## src/design/mbb_pkg.sv

```systemverilog
// ----------------------------------------------------------------------------
// mbb_pkg - shared types and constants of the meter buzzer beep controller
// Register indexes, drive kinds, field widths and the divider status bundle.
// ----------------------------------------------------------------------------
package mbb_pkg;

    localparam int MS_W     = 16;           // timers, holds, phase, periods
    localparam int ELAP_W   = 8;            // elapsed milliseconds per step
    localparam int VOL_W    = 7;            // volume percent
    localparam int KIND_W   = 2;            // drive kind
    localparam int IDX_W    = 3;            // config register index
    localparam int DVD_W    = MS_W + 1;     // phase plus elapsed, unwrapped

    typedef logic [MS_W-1:0]   ms_t;
    typedef logic [ELAP_W-1:0] elap_t;
    typedef logic [VOL_W-1:0]  vol_t;
    typedef logic [KIND_W-1:0] kind_t;
    typedef logic [IDX_W-1:0]  idx_t;
    typedef logic [DVD_W-1:0]  dvd_t;

    // configuration register indexes
    localparam idx_t REG_DIODE_HOLD  = 3'd0;
    localparam idx_t REG_LIVE_HOLD   = 3'd1;
    localparam idx_t REG_LIVE_PERIOD = 3'd2;
    localparam idx_t REG_LIVE_ON     = 3'd3;
    localparam idx_t REG_LIVE_VOLUME = 3'd4;

    // configuration reset values
    localparam ms_t  DIODE_HOLD_RST  = 16'd30;
    localparam ms_t  LIVE_HOLD_RST   = 16'd450;
    localparam ms_t  LIVE_PERIOD_RST = 16'd180;
    localparam ms_t  LIVE_ON_RST     = 16'd45;
    localparam vol_t LIVE_VOL_RST    = 7'd70;
    localparam vol_t VOL_MAX         = 7'd100;

    // drive kinds
    localparam kind_t DRIVE_NORMAL  = 2'd0;
    localparam kind_t DRIVE_FULL    = 2'd1;
    localparam kind_t DRIVE_PERCENT = 2'd2;

    // status of the shared remainder unit
    typedef struct packed {
        logic busy;
        logic done;
    } div_stat_t;

endpackage

```

## src/design/mbb_mod_unit.sv

```systemverilog
// ----------------------------------------------------------------------------
// mbb_mod_unit - iterative remainder unit
// Restoring shift/subtract, one dividend bit per cycle, remainder on done.
// ----------------------------------------------------------------------------
module mbb_mod_unit
(
    input  logic               clk,
    input  logic               rst_n,
    input  logic               start,
    input  mbb_pkg::dvd_t      dividend,
    input  mbb_pkg::ms_t       divisor,
    output mbb_pkg::div_stat_t stat,
    output mbb_pkg::ms_t       remainder
);

    localparam int STEPS = mbb_pkg::DVD_W;
    localparam int CNT_W = $clog2(STEPS + 1);

    logic [CNT_W-1:0]   cnt_reg;
    logic               busy_reg;
    logic               done_reg;
    mbb_pkg::dvd_t      dvd_reg;
    mbb_pkg::ms_t       rem_reg;
    mbb_pkg::ms_t       div_reg;

    mbb_pkg::dvd_t      rem_shift;
    mbb_pkg::dvd_t      rem_diff;
    mbb_pkg::ms_t       rem_next;

    // remainder stays below the divisor, so the shifted value is below twice it
    assign rem_shift = {rem_reg, dvd_reg[mbb_pkg::DVD_W-1]};
    assign rem_diff  = rem_shift - {1'b0, div_reg};
    assign rem_next  = (rem_shift >= {1'b0, div_reg}) ? rem_diff[mbb_pkg::MS_W-1:0]
                                                      : rem_shift[mbb_pkg::MS_W-1:0];

    always_ff @(posedge clk or negedge rst_n)
    begin
        if (!rst_n)
        begin
            busy_reg <= 1'b0;
            done_reg <= 1'b0;
            cnt_reg  <= '0;
        end
        else
        begin
            done_reg <= 1'b0;
            if (start)
            begin
                busy_reg <= 1'b1;
                cnt_reg  <= CNT_W'(STEPS);
            end
            else if (busy_reg)
            begin
                cnt_reg <= cnt_reg - 1'b1;
                if (cnt_reg == CNT_W'(1))
                begin
                    busy_reg <= 1'b0;
                    done_reg <= 1'b1;
                end
            end
        end
    end

    always_ff @(posedge clk)
    begin
        if (start)
        begin
            dvd_reg <= dividend;
            div_reg <= divisor;
            rem_reg <= '0;
        end
        else if (busy_reg)
        begin
            dvd_reg <= {dvd_reg[mbb_pkg::DVD_W-2:0], 1'b0};
            rem_reg <= rem_next;
        end
    end

    assign stat.busy = busy_reg;
    assign stat.done = done_reg;
    assign remainder = rem_reg;

endmodule

```

## src/design/meter_buzzer_beep_controller_unit.sv

```systemverilog
// ----------------------------------------------------------------------------
// meter_buzzer_beep_controller_unit - multimeter buzzer controller
// One time step per input transfer, one buzzer status transfer per step.
// ----------------------------------------------------------------------------
// Usage:
//  - s_* carries one time step: elapsed ms, mode flags, detector hits and an
//    optional key beep length (s_tuser = load_beep marks the length valid).
//  - m_* returns one status per step: buzzer, volume, irq arm/full flag,
//    live-wire detected in m_tdata, drive kind in m_tuser.
//  - cfg_* writes the hold, period, on time and volume registers; always
//    ready, write only while no step is in flight.
// Sequencing:
//  - A step passes the evaluation state, then the final state, which loads
//    the result into the output register once the output slot is free.
//  - In live mode with the hold running and a nonzero period the phase is
//    reduced by the shared remainder unit, one bit per cycle, in a division
//    state between the evaluation and final states.
//  - s_tready is high only while the sequencer is idle, so the next step is
//    taken only after the previous result is loaded; no new step is taken
//    while one is in flight.
// Reset clears timers, phase, full latch and output valid; loads default config.
// A stalled receiver holds the result in the output register; a new step is
// still taken, and its result waits in the final state until the slot frees.
// ----------------------------------------------------------------------------
module meter_buzzer_beep_controller_unit
(
    input  logic                 clk,
    input  logic                 rst_n,
    // step input
    input  logic                 s_tvalid,
    output logic                 s_tready,
    // [7:0] elapsed ms, [8] diode enable, [9] live enable, [10] continuity_hit,
    // [11] live_wire_hit, [27:12] beep_length_ms, [31:28] zero
    input  logic [31:0]          s_tdata,
    // [0] load_beep
    input  logic                 s_tuser,
    // status output
    output logic                 m_tvalid,
    input  logic                 m_tready,
    // [0] buzzer, [7:1] volume_percent, [8] irq_arm, [9] irq_force_full,
    // [10] live_wire_detected, [15:11] zero
    output logic [15:0]          m_tdata,
    // [1:0] drive_kind
    output logic [1:0]           m_tuser,
    // configuration writes
    input  logic                 cfg_valid,
    output logic                 cfg_ready,
    input  mbb_pkg::idx_t        cfg_index,
    input  mbb_pkg::ms_t         cfg_data
);

    localparam logic [1:0] ST_IDLE = 2'd0;
    localparam logic [1:0] ST_EVAL = 2'd1;
    localparam logic [1:0] ST_DIV  = 2'd2;
    localparam logic [1:0] ST_FIN  = 2'd3;

    logic [1:0]          state_reg, state_next;

    // configuration
    mbb_pkg::ms_t        diode_hold_reg, live_hold_reg, live_period_reg, live_on_reg;
    mbb_pkg::vol_t       live_vol_reg;

    // timers
    mbb_pkg::ms_t        key_reg, dhold_reg, lhold_reg, phase_reg;
    logic                latch_reg;

    // captured step
    mbb_pkg::elap_t      elap_reg;
    logic                diode_reg, live_reg, chit_reg, lhit_reg;
    logic                key_buzz_reg;

    // output slot
    logic                m_valid_reg;
    logic [15:0]         m_data_reg;
    mbb_pkg::kind_t      m_kind_reg;

    // shared remainder unit
    logic                div_start;
    mbb_pkg::dvd_t       div_dividend;
    mbb_pkg::div_stat_t  div_stat;
    mbb_pkg::ms_t        div_rem;

    // evaluation terms
    mbb_pkg::ms_t        elap_ext;
    mbb_pkg::ms_t        dhold_down, lhold_down, lhold_new, phase_base;
    logic                out_free;
    logic                fin_buzz;
    mbb_pkg::kind_t      fin_kind;
    mbb_pkg::vol_t       fin_vol;

    assign elap_ext   = {{(mbb_pkg::MS_W-mbb_pkg::ELAP_W){1'b0}}, elap_reg};
    assign dhold_down = (dhold_reg > elap_ext) ? dhold_reg - elap_ext : '0;
    assign lhold_down = (lhold_reg > elap_ext) ? lhold_reg - elap_ext : '0;
    assign lhold_new  = lhit_reg ? live_hold_reg : lhold_down;
    // a fresh hold restarts the phase
    assign phase_base = (lhit_reg && (lhold_reg == '0)) ? '0 : phase_reg;

    assign div_dividend = {1'b0, phase_base} + {{(mbb_pkg::DVD_W-mbb_pkg::ELAP_W){1'b0}}, elap_reg};
    assign div_start    = (state_reg == ST_EVAL) && !diode_reg && live_reg
                          && !((key_reg != '0) && !diode_reg && !live_reg)
                          && (lhold_new != '0) && (live_period_reg != '0);

    assign out_free = !m_valid_reg || m_tready;

    mbb_mod_unit u_mod
    (
        .clk       (clk),
        .rst_n     (rst_n),
        .start     (div_start),
        .dividend  (div_dividend),
        .divisor   (live_period_reg),
        .stat      (div_stat),
        .remainder (div_rem)
    );

    // sequencer
    always_comb
    begin
        state_next = state_reg;
        case (state_reg)
            ST_IDLE: if (s_tvalid) state_next = ST_EVAL;
            ST_EVAL: state_next = div_start ? ST_DIV : ST_FIN;
            ST_DIV:  if (div_stat.done) state_next = ST_FIN;
            ST_FIN:  if (out_free) state_next = ST_IDLE;
            default: state_next = ST_IDLE;
        endcase
    end

    // result fields
    always_comb
    begin
        fin_kind = mbb_pkg::DRIVE_NORMAL;
        fin_vol  = '0;
        if (diode_reg)
        begin
            fin_buzz = (dhold_reg != '0);
            fin_kind = mbb_pkg::DRIVE_FULL;
        end
        else if (live_reg)
        begin
            fin_buzz = (lhold_reg != '0) && (phase_reg < live_on_reg);
            if (live_vol_reg != '0)
            begin
                fin_kind = mbb_pkg::DRIVE_PERCENT;
                fin_vol  = (live_vol_reg > mbb_pkg::VOL_MAX) ? mbb_pkg::VOL_MAX : live_vol_reg;
            end
        end
        else
        begin
            fin_buzz = key_buzz_reg;
        end
    end

    always_ff @(posedge clk or negedge rst_n)
    begin
        if (!rst_n)
        begin
            state_reg       <= ST_IDLE;
            diode_hold_reg  <= mbb_pkg::DIODE_HOLD_RST;
            live_hold_reg   <= mbb_pkg::LIVE_HOLD_RST;
            live_period_reg <= mbb_pkg::LIVE_PERIOD_RST;
            live_on_reg     <= mbb_pkg::LIVE_ON_RST;
            live_vol_reg    <= mbb_pkg::LIVE_VOL_RST;
            key_reg         <= '0;
            dhold_reg       <= '0;
            lhold_reg       <= '0;
            phase_reg       <= '0;
            latch_reg       <= 1'b0;
            key_buzz_reg    <= 1'b0;
            m_valid_reg     <= 1'b0;
        end
        else
        begin
            state_reg <= state_next;

            if (cfg_valid)
            begin
                case (cfg_index)
                    mbb_pkg::REG_DIODE_HOLD:  diode_hold_reg  <= cfg_data;
                    mbb_pkg::REG_LIVE_HOLD:   live_hold_reg   <= cfg_data;
                    mbb_pkg::REG_LIVE_PERIOD: live_period_reg <= cfg_data;
                    mbb_pkg::REG_LIVE_ON:     live_on_reg     <= cfg_data;
                    mbb_pkg::REG_LIVE_VOLUME: live_vol_reg    <= cfg_data[mbb_pkg::VOL_W-1:0];
                    default: ;
                endcase
            end

            // output slot: load from the final state, clear on transfer
            if ((state_reg == ST_FIN) && out_free)
                m_valid_reg <= 1'b1;
            else if (m_tready)
                m_valid_reg <= 1'b0;

            case (state_reg)
                ST_IDLE:
                begin
                    if (s_tvalid && s_tuser)
                        key_reg <= s_tdata[27:12];
                end
                ST_EVAL:
                begin
                    key_buzz_reg <= 1'b0;
                    if ((key_reg != '0) && !diode_reg && !live_reg)
                    begin
                        // key beep countdown, other timers untouched
                        if (elap_ext >= key_reg)
                            key_reg <= '0;
                        else
                        begin
                            key_reg      <= key_reg - elap_ext;
                            key_buzz_reg <= 1'b1;
                        end
                    end
                    else if (diode_reg)
                    begin
                        key_reg   <= '0;
                        latch_reg <= 1'b1;
                        dhold_reg <= chit_reg ? diode_hold_reg : dhold_down;
                        lhold_reg <= '0;
                        phase_reg <= '0;
                    end
                    else if (live_reg)
                    begin
                        key_reg   <= '0;
                        latch_reg <= 1'b0;
                        dhold_reg <= '0;
                        lhold_reg <= lhold_new;
                        // zero period or expired hold parks the phase at zero;
                        // otherwise the remainder unit writes it
                        if (!div_start)
                            phase_reg <= '0;
                    end
                    else
                    begin
                        dhold_reg <= '0;
                        lhold_reg <= '0;
                        phase_reg <= '0;
                    end
                end
                ST_DIV:
                begin
                    if (div_stat.done)
                        phase_reg <= div_rem;
                end
                default: ;
            endcase
        end
    end

    // captured step and result payload
    always_ff @(posedge clk)
    begin
        if ((state_reg == ST_IDLE) && s_tvalid)
        begin
            elap_reg  <= s_tdata[7:0];
            diode_reg <= s_tdata[8];
            live_reg  <= s_tdata[9];
            chit_reg  <= s_tdata[10];
            lhit_reg  <= s_tdata[11];
        end
        if ((state_reg == ST_FIN) && out_free)
        begin
            m_data_reg <= {5'b0,
                           live_reg && (lhold_reg != '0),
                           latch_reg,
                           diode_reg,
                           fin_vol,
                           fin_buzz};
            m_kind_reg <= fin_kind;
        end
    end

    assign s_tready  = (state_reg == ST_IDLE);
    assign cfg_ready = 1'b1;
    assign m_tvalid  = m_valid_reg;
    assign m_tdata   = m_data_reg;
    assign m_tuser   = m_kind_reg;

endmodule

```

## config.mk

```make
export PLATFORM = sky130hd
export DESIGN_NAME = meter_buzzer_beep_controller_unit
export DESIGN_NICKNAME = d
export VERILOG_FILES = /design/src/design/mbb_pkg.sv /design/src/design/mbb_mod_unit.sv /design/src/design/meter_buzzer_beep_controller_unit.sv
export SDC_FILE = /design/constraint.sdc
export NUM_CORES = 1
export LEC_CHECK = 0
export BUFFER_PORTS_ARGS = -buffer_cell sky130_fd_sc_hd__buf_2
export CAP_MARGIN = 20
export CORE_MARGIN = 2
export CORE_UTILIZATION = 42
export DETAILED_ROUTE_END_ITERATION = 7
export GPL_TIMING_DRIVEN = 0
export PLACE_DENSITY = 0.69
export SETUP_SLACK_MARGIN = 0.15
export SLEW_MARGIN = 20
export SYNTH_ARGS = -nofsm -noshare
export SYNTH_HDL_FRONTEND = slang
export SYNTH_SLANG_ARGS = --single-unit
export TNS_END_PERCENT = 30
```

## constraint.sdc

```tcl
create_clock -name clk -period 4.38 [get_ports clk]
set_input_delay 0.219 -clock clk [delete_from_list [all_inputs] [get_ports clk]]
set_output_delay 0.219 -clock clk [all_outputs]
set_load 0.02 [all_outputs]
```

==> results.cfg, run 1 <==
[synthesis]
async_flop_share = 0.665
yosysUniqueCellTypes = 89
ys_seq_area_frac = 0.446
synth_area_mm2 = 0.0129
synth_enable_flop_cells = 58
synth-main-ff-cell = dfrtp_1
postSynthCellCount = 1280
syn_area_per_cell_um2 = 10.1
ys_seq_elements = 221
synth_warnings = 0

[detailed_routing]
drt-initial-drc-count = 773
wl_um = 34600
drcViolationCount = 0
viasPerCell = 5.74
wl_per_cell_um = 19.1
ant_nets = 0
first_pass_iters = 5
num_vias = 10400

[worst_setup_path]
path_max_fanout = 10
timing.critical_path.mode_cell = nor2_1
end_kind = register
cp-start-kind = register
path_class = reg2reg
cp_slowest_cell = or4_4
max_stage_delay_ns = 0.59
critPathArrivalTime_ns = 4.31
required_ns = 4.65
cp_cell_sequence = or4_4 > nor3b_4 > nand3_2 > clkbuf_4 > nand2_1 > inv_1 > ha_1 > a211oi_1 > nor2_1 > o31a_1 > o2111a_1 > nand3_1 > xor2_1 > nor2_1 > mux2_4
r2r_setup_slack_ns = 0.34

[finish]
finish.net_count = 1528
area_growth_pct = 14.5
drive_gt1_frac = 0.179
largest_register_ffs = 17
final_cells = 1810
antennaDiodeCount = 0
num-fill-cells = 2802
seq_area_mm2 = 0.00576
multi_input_area_mm2 = 0.00656

[power]
power_density_mw_per_mm2 = 724
total_power_uw = 10700
leakagePower_uw = 0.00647
vdd_drop_max_uv = 427

[clock_network]
clk_latency_ns = 0.52
cts_tree = yes
h-tree-depth = 1
clk_pin_slew_worst_paths_ns = 0.06
cts-root-buf = clkbuf_16
clock_path_buffers = 3
clock-sinks = 221
cts_buffers = 24

[global_routing]
track_usage = 0.211
grt_max_degree = 101
grt_pass1_wl_um = 55100
grt-ovfl-total = 0
grt_pass1_vias = 10200
antenna_found_initial = 0

[place]
gp_congestion = 0.910
dp_hpwl_um = 25500
io_buffers = 67
placed_cells = 1749

[worst_hold_path]
hold_class = in2reg

[status]
status = complete, no violations

[run]
maxCapViolCount = 0

[sta]
slew_headroom = 0.393
min_period_over_period = 0.923
finalSetupViolCount = 0
period_needed_ns = 4.04
fmax_mhz = 247
hold_viol = 0
finClkSkew_ns = 0.0137
maxSlewViolCount = 0
worstMarginPinSlew_ns = 0.903
holdWs_ns = 0.0107
rsz0062_at_grt = yes
fin_tns_setup_ns = 0

[die]
design.core.area_mm2 = 0.0304
die_area_mm2 = 0.0322
io_pins = 78
rows = 64
initial_utilization = 0.425
die_h_um = 179
die_x_um = 179
[routing by layer]
metal	GRT usage	vias up	wire length [um]
met5	0	-	0
met4	0.0485	0	764
met3	0.0274	57	1760
li1	-	4912	-
met1	0.282	5103	15100
met2	0.363	315	16900
[cell type report]
type	instances	share of cell area
multi-input cells	908	0.443
flip-flops and latches	221	0.390
clock buffers	32	0.0454
repair buffers	87	0.0372
well taps	396	0.0335
inverters	102	0.0261
plain buffers	53	0.0179
clock inverters	11	0.00702
[through the flow]
| stage | instance area, um2 | util | worst slack (ns) |
|---|---|---|---|
| after floorplan | 12900 | - | 0.687 |
| after global placement | 13800 | 0.453 | 0.177 |
| after detailed placement | 13800 | 0.454 | 0.120 |
| after CTS | 14800 | 0.485 | 0.182 |
| after global routing | 14800 | 0.486 | 0.146 |
| final | 14800 | 0.486 | 0.339 |
[Yosys cell counts, types with 7 or more instances]
library cell,count,area share
nor2b_1,11,0.0053
nand2b_1,17,0.0082
clkbuf_1,36,0.010
inv_1,101,0.029
mux2_4,13,0.015
nor4_1,18,0.0087
ha_1,69,0.067
dfstp_2,19,0.039
dfxtp_1,16,0.025
a21oi_1,43,0.017
or3_1,11,0.0053
dfrtp_1,128,0.25
nand3_1,16,0.0062
o21ai_0,68,0.026
or4_1,8,0.0046
o21a_1,13,0.0075
o221ai_1,18,0.012
a211oi_1,12,0.0070
a21o_1,16,0.0093
and2_1,19,0.0092
a22oi_1,13,0.0075
nor2_1,83,0.024
a32oi_1,8,0.0054
edfxtp_1,58,0.13
and3_1,10,0.0048
o211ai_1,10,0.0058
xor2_1,21,0.014
a22o_1,13,0.0088
mux2_2,73,0.064
nor3_1,34,0.013
xnor2_1,19,0.013
nand2_1,130,0.038
buf_4,7,0.0041
a311oi_1,13,0.0088
nand4_1,15,0.0073
[kinds of logic after synthesis]
group | Yosys count | synth area share
fa+ha+maj | 74 | 0.0745
simple gates | 398 | 0.152
flops | 221 | 0.446
mux | 89 | 0.0810
compound gates | 301 | 0.169
other cells | 2 | 0.000581
buf+inv | 155 | 0.0498
xor+xnor | 40 | 0.0271
[what timing repair did]
item / in CTS / in global routing
resized for setup: 2 / 8
setup buffers: 0 / 3
hold buffers: 15 / 0
pin swaps: 0 / 2
endpoints found under the setup margin: 18 / 33
hold endpoints to repair: 61 / 0
[where the power goes]
part	total, uW	leakage (uW)	internal (uW)	switching, uW
sequential	3500	0.00249	2900	596
combinational	5190	0.00359	2160	3030
clock	2030	0.000389	1190	835
total	10700	0.00647	6250	4460
[worst max-delay path: cells and delay by family (launching register included)]
family | cells | cell delay [ns]
XOR/XNOR | 1 | 0.17
AO/OA/AOI/OAI | 3 | 0.84
flip-flops | 1 | 0.45
buffers and inverters | 2 | 0.27
multiplexers | 1 | 0.25
AND/OR/NAND/NOR | 7 | 1.49
adder cells (fa/ha/maj) | 1 | 0.29
[path summary, 6_finish.rpt]
check | from | to | cells past startpoint
worst max-delay path | lhold_reg[11]$_DFFE_PN0P_ | u_mod.dvd_reg[13]$_DFFE_PP_ | 15
worst min-delay path | s_tdata[14] | key_reg[2]$_DFFE_PN0P_ | 3
worst max register to register | lhold_reg[11]$_DFFE_PN0P_ | u_mod.dvd_reg[13]$_DFFE_PP_ | 15
worst min register to register | latch_reg$_DFFE_PN0P_ | m_tdata[9]$_DFFE_PP_ | 0
max in group asynchronous | rst_n | dhold_reg[15]$_DFFE_PN0P_ | 3
min in group asynchronous | rst_n | key_reg[6]$_DFFE_PN0P_ | 2
[layout by cell type (no fill, tap or decap), drive strengths merged, types with 15 or more instances in the layout]
cell type    instances
nand2              130
dfrtp              128
inv                100
buf                 89
mux2                86
nor2                83
o21ai               70
ha                  69
clkbuf              68
edfxtp              58
a21oi               44
nor3                34
xor2                21
and2                19
xnor2               19
dfstp               19
o221ai              18
nor4                18
nand2b              17
a21o                16
dfxtp               16
nand3               16
nand4               15
dlygate4sd3         15
Note: power is estimated with default switching activity, not from simulation.
==> run 2: changes to the inputs <==
Clock period 4.38 ns to 4.92 ns, I/O delays scaled along.
==> run 2 against run 1 <==
  * Sequential power fell by 11%
  * Largest power group unchanged
  * Critical path type unchanged
  * Flip-flop and latch count did not move
  * Die area did not move
  * Clock power fell by 11%
  * Non-clock buffer count fell by 5
  * Critical path depth fell by 1
  * Final cell count fell by 0.28%
==> results.cfg, run 2 (same netlist as run 1, synthesis figures left out) <==
[worst_setup_path]
required_ns = 5.06
end_kind = register
path_class = reg2reg
r2r_end = u_mod.dvd_reg[15]$_DFFE_PP_
r2r_setup_slack_ns = 0.61
reg2reg_from = elap_reg[5]$_DFFE_PP_
cp-start-kind = register
path_max_fanout = 17
r2r_cells = 14
critPathArrivalTime_ns = 4.45

[sta]
min_period_over_period = 0.876
fin_tns_setup_ns = 0
period_needed_ns = 4.31
rsz0062_at_grt = no
fmax_mhz = 232
worstMarginPinSlew_ns = 0.921
finalSetupViolCount = 0
maxSlewViolCount = 0
slew_headroom = 0.381
hold_viol = 0
finClkSkew_ns = 0.0152

[global_routing]
track_usage = 0.210
grt-ovfl-total = 0
grt_pass1_vias = 10200
grt_max_degree = 101
grt_pass1_wl_um = 55100
antenna_found_initial = 0

[die]
rows = 64
io_pins = 78
initial_utilization = 0.425
die_x_um = 179
die_area_mm2 = 0.0322
design.core.area_mm2 = 0.0304
die_h_um = 179

[clock_network]
cts.repair.resized = 0
clk_pin_slew_worst_paths_ns = 0.06
cts_buffers = 24
clk_latency_ns = 0.52
h-tree-depth = 1
clock-sinks = 221
cts-root-buf = clkbuf_16
cts_tree = yes
clock_path_buffers = 3

[finish]
seq_area_mm2 = 0.00576
largest_register_ffs = 17
final_common_cell = nand2_1
multi_input_area_mm2 = 0.00654
mostFrequentLayoutCells = 130 x nand2_1, 128 x dfrtp_1, 101 x inv_1
drive_gt1_frac = 0.174
area_growth_pct = 13.9
finish.net_count = 1523
num-fill-cells = 2812
antennaDiodeCount = 0

[detailed_routing]
wl_per_cell_um = 19.1
num_vias = 10400
first_pass_iters = 7
viasPerCell = 5.73
drcViolationCount = 0
drt-initial-drc-count = 798
wl_um = 34500
ant_nets = 0

[power]
power_density_mw_per_mm2 = 644
total_power_uw = 9490
vdd_drop_max_uv = 378
leakagePower_uw = 0.00645

[worst_hold_path]
hold_class = in2reg
hold_depth = 3
worstHoldEndpoint = key_reg[5]$_DFFE_PN0P_
hold_start = s_tdata[17]

[place]
gp_congestion = 0.910
io_buffers = 67
dp_hpwl_um = 25500

[status]
status = complete, no violations

[run]
maxCapViolCount = 0
-- run 2: how the worst max path moves through the flow --
stage	slack, ns	endpoint	startpoint
3_3_place_gp	0.72	u_mod.dvd_reg[13]$_DFFE_PP_	lhold_reg[10]$_DFFE_PN0P_
3_5_place_dp	0.66	u_mod.dvd_reg[13]$_DFFE_PP_	lhold_reg[8]$_DFFE_PN0P_
2_1_floorplan	1.23	u_mod.dvd_reg[13]$_DFFE_PP_	lhold_reg[8]$_DFFE_PN0P_
4_1_cts	0.65	u_mod.dvd_reg[13]$_DFFE_PP_	lhold_reg[8]$_DFFE_PN0P_
5_1_grt	0.39	u_mod.dvd_reg[13]$_DFFE_PP_	lhold_reg[11]$_DFFE_PN0P_
6_report	0.61	u_mod.dvd_reg[15]$_DFFE_PP_	elap_reg[5]$_DFFE_PP_
-- run 2: worst max-delay path, cell delays in order, from the launching register on --
cell,delay (ns)
edfxtp_1,0.48
inv_1,0.18
ha_1,0.31
clkbuf_1,0.32
nor3_1,0.14
nor2_1,0.36
o22a_1,0.28
a21o_1,0.19
buf_6,0.16
o41ai_1,0.08
and3_1,0.16
buf_6,0.15
a21oi_4,0.27
buf_6,0.22
or2_1,0.61
-- run 2: timing repair --
action,in CTS,in global routing
hold buffers,13,0
endpoints found under the hold margin,59,0
buffers inserted,0,0
-- run 2: per-stage QoR --
| step | hold WS [ns] | util | worst slack [ns] | instance area, um2 | std cells |
|---|---|---|---|---|---|
| 6_report | 0.0102 | 0.484 | 0.608 | 14700 | 1805 |
| 4_1_cts | 0.000699 | 0.484 | 0.647 | 14700 | 1805 |
| 2_1_floorplan | -0.0496 | - | 1.23 | 12900 | 1284 |
| 3_5_place_dp | 0.187 | 0.454 | 0.660 | 13800 | 1749 |
| 5_1_grt | 0.0426 | 0.484 | 0.392 | 14700 | 1805 |
| 3_3_place_gp | 0.422 | 0.453 | 0.717 | 13800 | 1747 |
-- run 2: layer usage --
| metal | track usage | up-vias | wire, um |
|---|---|---|---|
| met3 | 0.0274 | 60 | 1830 |
| met5 | 0 | - | 0 |
| met2 | 0.363 | 324 | 16900 |
| met4 | 0.0485 | 0 | 713 |
| li1 | - | 4898 | - |
| met1 | 0.282 | 5068 | 15100 |
-- run 2: cell type report --
class / instances / share of cell area
Multi-Input combinational cell: 908 / 0.444
Sequential cell: 221 / 0.391
Buffer: 53 / 0.0178
Tap cell: 396 / 0.0336
Clock buffer: 32 / 0.0456
Inverter: 102 / 0.0260
Clock inverter: 11 / 0.00705
Timing Repair Buffer: 82 / 0.0345
-- run 2: where the power goes --
group	leakage (uW)	internal (uW)	switching (uW)
registers	0.00249	2590	528
clock network	0.000389	1060	742
logic	0.00357	1890	2680
total	0.00645	5540	3950
